$ cat config.mk
export PLATFORM = sky130hd
export DESIGN_NAME = utf8_codepoint_decoder_core
export DESIGN_NICKNAME = d
export VERILOG_FILES = /design/src/hdl/u8cpd_pkg.sv /design/src/hdl/utf8_codepoint_decoder_core.sv /design/src/hdl/u8cpd_decode.sv /design/src/hdl/u8cpd_rfifo.sv
export SDC_FILE = /design/constraint.sdc
export NUM_CORES = 1
export LEC_CHECK = 0
export BUFFER_PORTS_ARGS = -buffer_cell sky130_fd_sc_hd__buf_2
export CAP_MARGIN = 10
export CORE_ASPECT_RATIO = 0.9
export CORE_MARGIN = 2
export CORE_UTILIZATION = 54
export CTS_CLUSTER_SIZE = 24
export DETAILED_ROUTE_END_ITERATION = 12
export PLACE_DENSITY = 0.73
export SLEW_MARGIN = 20
export SYNTH_ARGS = -nofsm -noshare
export SYNTH_HDL_FRONTEND = slang
export SYNTH_HIERARCHICAL = 1
export SYNTH_SLANG_ARGS = --single-unit
$ cat constraint.sdc
create_clock -name clk -period 5.94 [get_ports clk]
set_clock_uncertainty 0.15 [all_clocks]
set_input_delay 0.297 -clock clk [delete_from_list [all_inputs] [get_ports clk]]
set_output_delay 0.297 -clock clk [all_outputs]
set_load 0.005 [all_outputs]
$ cat src/hdl/u8cpd_pkg.sv
`timescale 1ns / 1ps
// ----------------------------------------------------------------------------
// u8cpd_pkg
// Shared types and constants for the UTF-8 code point decoder.
// ----------------------------------------------------------------------------
package u8cpd_pkg;

  localparam int unsigned CP_W   = 21;
  localparam int unsigned BYTE_W = 8;
  localparam int unsigned AFT_W  = 2;

  // byte class masks and patterns
  localparam logic [7:0] CONT_MASK  = 8'hC0;
  localparam logic [7:0] CONT_PAT   = 8'h80;
  localparam logic [7:0] LEAD2_MASK = 8'hE0;
  localparam logic [7:0] LEAD2_PAT  = 8'hC0;
  localparam logic [7:0] LEAD3_MASK = 8'hF0;
  localparam logic [7:0] LEAD3_PAT  = 8'hE0;
  localparam logic [7:0] LEAD4_MASK = 8'hF8;
  localparam logic [7:0] LEAD4_PAT  = 8'hF0;

  // payload masks for lead and continuation bytes
  localparam logic [7:0] LEAD2_VAL = 8'h1F;
  localparam logic [7:0] LEAD3_VAL = 8'h0F;
  localparam logic [7:0] LEAD4_VAL = 8'h07;
  localparam logic [7:0] CONT_VAL  = 8'h3F;

  // replacement character '?'
  localparam logic [CP_W-1:0] REPL_CP = 21'd63;

  // one decoded result
  typedef struct packed {
    logic [CP_W-1:0] code_point;
    logic            is_replacement;
    logic            last_of_run;
  } result_t;

  // decoder state carried between bytes
  typedef struct packed {
    logic [1:0]      pend;
    logic [CP_W-1:0] partial;
    logic            discard;
  } dec_state_t;

  // everything the decoder produces for one byte
  typedef struct packed {
    dec_state_t nxt;
    logic [1:0] n_res;
    result_t    res0;
    result_t    res1;
  } dec_out_t;

endpackage

$ cat src/hdl/utf8_codepoint_decoder_core.sv
`timescale 1ns / 1ps
// ----------------------------------------------------------------------------
// utf8_codepoint_decoder_core
// Streaming UTF-8 decoder: one text byte in, zero to two code points out.
//
//  channel | dir | tdata                               | tuser          | tlast
//  in_     | in  | [7:0] data_byte, [9:8] bytes_after  | -              | -
//  out_    | out | [20:0] code_point                   | is_replacement | last_of_run
//
// One byte is accepted per cycle while the result queue has room. A byte is
// decoded in the cycle after its transfer, and its results are offered on out_
// from the result queue once it leaves the input register. Output bandwidth
// sets the pace: a byte leaves the input register when its results fit in the
// two-slot queue after this cycle's out_ transfer, so a byte with two results
// can hold back the next byte. Reset clears the decoder state and empties the
// queue. A stall on out_ fills the queue and then holds the input register.
// ----------------------------------------------------------------------------
module utf8_codepoint_decoder_core
  import u8cpd_pkg::*;
(
  input  logic        clk,
  input  logic        rst_n,
  input  logic        in_tvalid,
  output logic        in_tready,
  input  logic [15:0] in_tdata,   // [7:0] data_byte, [9:8] bytes_after
  output logic        out_tvalid,
  input  logic        out_tready,
  output logic [23:0] out_tdata,  // [20:0] code_point
  output logic        out_tuser,  // [0] is_replacement
  output logic        out_tlast
);

  logic              s1_valid_r;
  logic              s1_valid_nxt;
  logic [BYTE_W-1:0] s1_byte_r;
  logic [AFT_W-1:0]  s1_after_r;
  dec_state_t        state_r;
  dec_out_t          dec;
  logic              s1_fire;
  logic [1:0]        push_cnt;
  logic [1:0]        level;
  logic [2:0]        need;
  result_t           head;
  logic              head_valid;
  logic              in_xfer;
  logic              out_xfer;

  // input register
  assign in_xfer = in_tvalid && in_tready;
  assign s1_valid_nxt = in_xfer || (s1_valid_r && !s1_fire);

  always_ff @(posedge clk) begin
    if (!rst_n) begin
      s1_valid_r <= 1'b0;
    end else begin
      s1_valid_r <= s1_valid_nxt;
    end
  end

  always_ff @(posedge clk) begin
    if (in_xfer) begin
      s1_byte_r  <= in_tdata[BYTE_W-1:0];
      s1_after_r <= in_tdata[BYTE_W+AFT_W-1:BYTE_W];
    end
  end

  // decode step
  u8cpd_decode u_decode (
    .cur         (state_r),
    .data_byte   (s1_byte_r),
    .bytes_after (s1_after_r),
    .dout        (dec)
  );

  // the byte leaves the input register once its results fit in the queue,
  // counting the slot freed by this cycle's output transfer
  assign need      = {1'b0, level} + {1'b0, dec.n_res};
  assign s1_fire   = s1_valid_r && (need <= 3'd2 + {2'b00, out_xfer});
  assign in_tready = !s1_valid_r || s1_fire;
  assign push_cnt  = s1_fire ? dec.n_res : 2'd0;

  // decoder state
  always_ff @(posedge clk) begin
    if (!rst_n) begin
      state_r <= '0;
    end else if (s1_fire) begin
      state_r <= dec.nxt;
    end
  end

  // result queue
  assign out_xfer = out_tvalid && out_tready;

  u8cpd_rfifo u_rfifo (
    .clk        (clk),
    .rst_n      (rst_n),
    .push_cnt   (push_cnt),
    .push0      (dec.res0),
    .push1      (dec.res1),
    .pop        (out_xfer),
    .head       (head),
    .head_valid (head_valid),
    .level      (level)
  );

  assign out_tvalid = head_valid;
  assign out_tdata  = {3'b000, head.code_point};
  assign out_tuser  = head.is_replacement;
  assign out_tlast  = head.last_of_run;

  // checks
  a_level_max : assert property (@(posedge clk) disable iff (!rst_n)
    level != 2'd3)
    else $error("result queue overfilled");

  a_pair_room : assert property (@(posedge clk) disable iff (!rst_n)
    push_cnt == 2'd2 |-> level == 2'd0 || (level == 2'd1 && out_xfer))
    else $error("result pair pushed without two free slots");

  a_pair_shape : assert property (@(posedge clk) disable iff (!rst_n)
    push_cnt == 2'd2 |-> dec.res0.is_replacement && !dec.res0.last_of_run &&
                         dec.res1.last_of_run)
    else $error("result pair not led by a replacement");

  a_discard_idle : assert property (@(posedge clk) disable iff (!rst_n)
    state_r.discard |-> state_r.pend == 2'd0)
    else $error("discard set with continuations pending");

endmodule

$ cat src/hdl/u8cpd_decode.sv
`timescale 1ns / 1ps
// ----------------------------------------------------------------------------
// u8cpd_decode
// Single-byte UTF-8 decode step: results and next state from current state.
// ----------------------------------------------------------------------------
module u8cpd_decode
  import u8cpd_pkg::*;
(
  input  dec_state_t        cur,
  input  logic [BYTE_W-1:0] data_byte,
  input  logic [AFT_W-1:0]  bytes_after,
  output dec_out_t          dout
);

  logic            is_cont;
  logic [1:0]      extra;
  logic [CP_W-1:0] lead_val;
  logic            lead_has_res;
  result_t         lead_res;
  logic [CP_W-1:0] shifted;

  // lead byte classification
  always_comb begin
    is_cont  = (data_byte & CONT_MASK) == CONT_PAT;
    extra    = 2'd0;
    lead_val = '0;
    if ((data_byte & LEAD2_MASK) == LEAD2_PAT) begin
      extra    = 2'd1;
      lead_val = CP_W'(data_byte & LEAD2_VAL);
    end else if ((data_byte & LEAD3_MASK) == LEAD3_PAT) begin
      extra    = 2'd2;
      lead_val = CP_W'(data_byte & LEAD3_VAL);
    end else if ((data_byte & LEAD4_MASK) == LEAD4_PAT) begin
      extra    = 2'd3;
      lead_val = CP_W'(data_byte & LEAD4_VAL);
    end
    shifted = {cur.partial[CP_W-7:0], data_byte[5:0]};
  end

  // outcome of treating the byte as a lead
  always_comb begin
    lead_has_res = 1'b1;
    lead_res     = '{code_point: REPL_CP, is_replacement: 1'b1, last_of_run: 1'b0};
    if (!data_byte[7]) begin
      lead_res = '{code_point: CP_W'(data_byte), is_replacement: 1'b0, last_of_run: 1'b0};
    end else if (extra == 2'd0 || extra > bytes_after) begin
      lead_res = '{code_point: REPL_CP, is_replacement: 1'b1, last_of_run: 1'b0};
    end else begin
      lead_has_res = 1'b0;
    end
  end

  // state update and result selection
  always_comb begin
    dout       = '0;
    dout.nxt   = cur;
    if (cur.discard) begin
      // drop bytes until the text end
      if (bytes_after == '0) begin
        dout.nxt.discard = 1'b0;
      end
    end else if (cur.pend != 2'd0 && is_cont) begin
      // continuation gathered into the partial value
      dout.nxt.partial = shifted;
      dout.nxt.pend    = cur.pend - 2'd1;
      if (cur.pend == 2'd1) begin
        dout.n_res = 2'd1;
        dout.res0  = '{code_point: shifted, is_replacement: 1'b0, last_of_run: 1'b0};
      end
    end else begin
      // missing continuation gives a replacement before the lead result
      if (cur.pend != 2'd0) begin
        dout.nxt.pend    = 2'd0;
        dout.nxt.partial = '0;
        dout.n_res       = 2'd1;
        dout.res0        = '{code_point: REPL_CP, is_replacement: 1'b1, last_of_run: 1'b0};
      end
      if (lead_has_res) begin
        if (cur.pend != 2'd0) begin
          dout.n_res = 2'd2;
          dout.res1  = lead_res;
        end else begin
          dout.n_res = 2'd1;
          dout.res0  = lead_res;
        end
        if (data_byte[7] && extra != 2'd0 && bytes_after != '0) begin
          dout.nxt.discard = 1'b1;
        end
      end else begin
        dout.nxt.pend    = extra;
        dout.nxt.partial = lead_val;
      end
    end
    // mark the final result of this byte
    if (dout.n_res == 2'd1) begin
      dout.res0.last_of_run = 1'b1;
    end else if (dout.n_res == 2'd2) begin
      dout.res1.last_of_run = 1'b1;
    end
  end

endmodule

$ cat src/hdl/u8cpd_rfifo.sv
`timescale 1ns / 1ps
// ----------------------------------------------------------------------------
// u8cpd_rfifo
// Two-slot result queue; takes up to two results per cycle, gives one.
// ----------------------------------------------------------------------------
module u8cpd_rfifo
  import u8cpd_pkg::*;
(
  input  logic       clk,
  input  logic       rst_n,
  input  logic [1:0] push_cnt,
  input  result_t    push0,
  input  result_t    push1,
  input  logic       pop,
  output result_t    head,
  output logic       head_valid,
  output logic [1:0] level
);

  result_t    slot_r [2];
  logic       wr_ptr_r;
  logic       wr_ptr_nxt;
  logic       rd_ptr_r;
  logic       rd_ptr_nxt;
  logic [1:0] level_r;
  logic [1:0] level_nxt;

  // pointer and fill level update
  always_comb begin
    wr_ptr_nxt = wr_ptr_r ^ push_cnt[0];
    rd_ptr_nxt = rd_ptr_r ^ pop;
    level_nxt  = level_r + push_cnt - {1'b0, pop};
  end

  // control registers
  always_ff @(posedge clk) begin
    if (!rst_n) begin
      wr_ptr_r <= 1'b0;
      rd_ptr_r <= 1'b0;
      level_r  <= 2'd0;
    end else begin
      wr_ptr_r <= wr_ptr_nxt;
      rd_ptr_r <= rd_ptr_nxt;
      level_r  <= level_nxt;
    end
  end

  // result slots; a pair is only pushed when both slots are free after this
  // cycle's pop, so the second slot may be the one being read out
  always_ff @(posedge clk) begin
    if (push_cnt != 2'd0) begin
      slot_r[wr_ptr_r] <= push0;
    end
    if (push_cnt == 2'd2) begin
      slot_r[~wr_ptr_r] <= push1;
    end
  end

  assign head       = slot_r[rd_ptr_r];
  assign head_valid = level_r != 2'd0;
  assign level      = level_r;

endmodule

==> results summary <==
The maximum VDD drop came out at 246 uV. In this run, post-CTS hold repair placed 10 buffers. Before CTS, the worst setup slack after placement is 0.650 ns. The worst setup path is captured at a flip-flop.

The fraction of power spent switching nets is 31.1%. The top-level port count came out at 48. The floorplan step defined a core boundary enclosing 0.00849 mm^2. The count of cells resized by post-cts repair is 0. Of all nets on the critical path, the largest fanout is 23.

The met3 demand-to-capacity share in global routing is 4.91%. The count of non-filler cells in the finished layout is 554. The register-to-register setup slack came out at 0.61 ns. The clock group share of total power is 25.3%.

The summed negative setup slack over all endpoints came out at 0 ns. Setup violations remaining at the end of the flow were counted as 0. The number of DRC markers after the initial detailed-route iteration came out at 170. The aggregate global-route resource usage came out at 19.1%. On the critical path the largest part of the delay comes from simple AND/OR/NAND/NOR gates. Dividing the final minimum period by the clock period gives 89.7%. The Yosys step of the flow raised 6 warnings. The data required time at the worst endpoint came out at 5.90 ns. The number of slew-limit violations in the final report is 0. In the global route stage, met2 resource usage came out at 31.9%. Routability-driven placement finished with a final weighted congestion of 0.835. The detailed-route via count is 2954. The y dimension of the die came out at 92.3 um. Entering global routing, the biggest net connects 43 pins.

The cell leakage power is 2.11 nW. Traced cell by cell, the critical path runs through and2_1, and3_1, ha_1, nor2b_1, o21ai_2, nor2b_4, inv_2, ha_1, a22o_1, ha_1, fa_1, nor3b_2, nor3b_4, and2_1, nand2b_2, nor2_4, buf_4, mux2_2. The startpoint type of the worst setup path is a flip-flop.

The detailed-router iteration count before antenna repair came out at 4. The number of port buffers is 38. The flow ran to the end, and the final reports show no timing, DRC or antenna violations. The ratio of routed vias to standard cells came out at 5.33. The share of total power in combinational logic came out at 29.4%. The remaining routing DRC violations came out at 0. In this run the worst hold path is classified as in -> reg. The number of endpoints with negative hold slack in the final report is 0.

The fraction of layout instances using a drive strength above 1 came out at 33.8%. The clock period could shrink to 5.33 ns. Detailed placement ended at an HPWL of 5410 um. After floorplanning, the core was divided into 32 placement rows.

Based on the critical path, the design can be clocked at up to 188 MHz. The internal portion of the total power is 1.15 mW. met2 is the most crowded layer.

The dominant cell type by count on the critical path is ha_1. The net load switching power is 0.517 mW. The number of fill cells came out at 713. The root buffer cell chosen for the clock tree is clkbuf_8. The synthesized netlist cell count came out at 392. The die outline area came out at 0.00943 mm^2.

The number of setup buffers added after CTS came out at 0. The starting density of the core is 55.1%. The transition time of the tightest slew-check pin came out at 0.678 ns. For met1 alone, demand over resource in global routing was 24.1%. The maximum root-to-sink buffer count came out at 2.

The worst setup margin is 0.613 ns. The largest stage delay on the critical path is 0.59 ns. The critical path buffer and inverter count is 2. Summing all flip-flop and latch instances after layout gives 0.00216 mm^2. The area growth from synthesis to layout is 9.65%.

The number of antenna violations at the first check in global routing came to 0. The headroom to the max-slew limit is 54.8%. The wire length per cell after detailed routing came out at 15.2 um.

TritonCTS built the clock tree. The startpoint-to-endpoint class of the critical path is reg -> reg. The sequential share of power came out at 45.3%.

The final-stage net count came out at 460. In this run the mean area of a mapped cell was 11.9 um^2. The width of the die came out at 102 um. Setup repair after global routing left no endpoint under its margin. The source-to-sink clock delay at the later pin of the worst-skew pair came out at 0.36 ns. The clock transition at the registers of the reported paths is 0.09 ns. The total power consumption of the routed design is 1.66 mW.

The data arrival time of the critical path came out at 5.29 ns. The max-capacitance violation count is 0. The via count of the first global-routing pass is 2929. The slowest stage of the critical path belongs to the cell edfxtp_1. Summing every instance area after synthesis gives 0.00468 mm^2. The CTS sink count came out at 80. The multi-input combinational cells in the finished layout cover a total of 0.00223 mm^2. The number of buffers inserted during clock tree synthesis came out at 9. The total power density per cell area came out at 324 mW/mm^2. The cell count after placement is 528. The routed wire length came out at 8420 um. After global routing the overflow that remains totals 0. The count of antenna diodes in the layout came out at 0.

Once detail routing completed, the nets flagged for antenna violations numbered 0. The H-tree was split into 3 levels. The first global-routing pass estimated 13900 um of wire.
[layout make-up]
cell class / count / area share [%]
Multi-Input combinational cell: 273 / 43.4
Sequential cell: 80 / 42.2
Timing Repair Buffer: 54 / 6.54
Tap cell: 119 / 2.90
Clock buffer: 9 / 2.41
Clock inverter: 7 / 1.68
Inverter: 12 / 0.927
[power groups by stage]
stage	Combinational, mW	Clock [mW]	Sequential (mW)
4_1_cts	0.496	0.432	0.754
5_1_grt	0.542	0.453	0.764
3_3_place_gp	0.473	0	0.762
3_5_place_dp	0.486	0	0.766
6_report	0.489	0.421	0.753
2_1_floorplan	0.396	0	0.732
[final timing paths]
path | startpoint | to | cells after the start
setup / recovery | s1_byte_r[7]$_DFFE_PP_ | u_rfifo/slot_r[1][12]$_DFFE_PP_ | 18
hold / removal | in_tvalid | s1_valid_r$_SDFF_PN0_ | 3
setup reg to reg | s1_byte_r[7]$_DFFE_PP_ | u_rfifo/slot_r[1][12]$_DFFE_PP_ | 18
hold reg to reg | state_r[13]$_SDFFE_PN0P_ | state_r[13]$_SDFFE_PN0P_ | 2
[stage by stage]
stage | cell area [um^2] | util (%) | hold WS (ns)
3_5_place_dp | 4820 | 56.8 | 0.308
4_1_cts | 5130 | 60.4 | 0.0238
3_3_place_gp | 4820 | 56.8 | 0.303
6_report | 5130 | 60.5 | 0.0401
5_1_grt | 5130 | 60.5 | 0.0395
2_1_floorplan | 4740 | - | 0.246
[cell usage in the layout, fill, tap and decap left out, types with 2 or more instances in the layout]
cell type / count
a21boi_0: 2
a21oi_1: 4
a22o_1: 15
and2_1: 11
and3_1: 15
buf_2: 38
buf_4: 6
clkbuf_8: 9
conb_1: 17
dfxtp_1: 23
dlygate4sd3_1: 10
edfxtp_1: 56
ha_1: 9
inv_1: 10
inv_6: 2
inv_8: 2
mux2_2: 48
mux2_4: 20
mux2i_1: 19
nand2_1: 46
nand3_1: 3
nand3b_1: 2
nor2_1: 13
nor2_4: 2
nor2b_1: 3
nor3b_2: 2
o211ai_1: 2
o21a_1: 6
o21ai_0: 3
o21ai_2: 4
xnor2_1: 2
xor2_1: 3
[flip-flops by register name (all words and copies together), names as in the netlist, named ones only]
register and count:
state_r 18, u_rfifo/wr_ptr_r 1, s1_after_r 2, u_rfifo/rd_ptr_r 1, s1_valid_r 1, u_rfifo/level 2
s1_byte_r 8, u_rfifo/slot_r 46
[worst register-to-register path: stages, from the launching register on]
cell      delay (ns)
edfxtp_1        0.59
and2_1          0.31
and3_1          0.20
ha_1            0.28
nor2b_1         0.15
o21ai_2         0.25
nor2b_4         0.26
inv_2           0.07
ha_1            0.29
a22o_1          0.25
ha_1            0.22
fa_1            0.47
nor3b_2         0.25
nor3b_4         0.09
and2_1          0.22
nand2b_2        0.23
nor2_4          0.08
buf_4           0.30
mux2_2          0.41
[per-layer routing]
metal / up-vias / wire length (um)
met3: 9 / 385
met1: 1412 / 3770
met4: 0 / 104
li1: 1451 / -
met5: - / 0
met2: 82 / 4150
No activity file was read; power rests on OpenSTA's default activity.
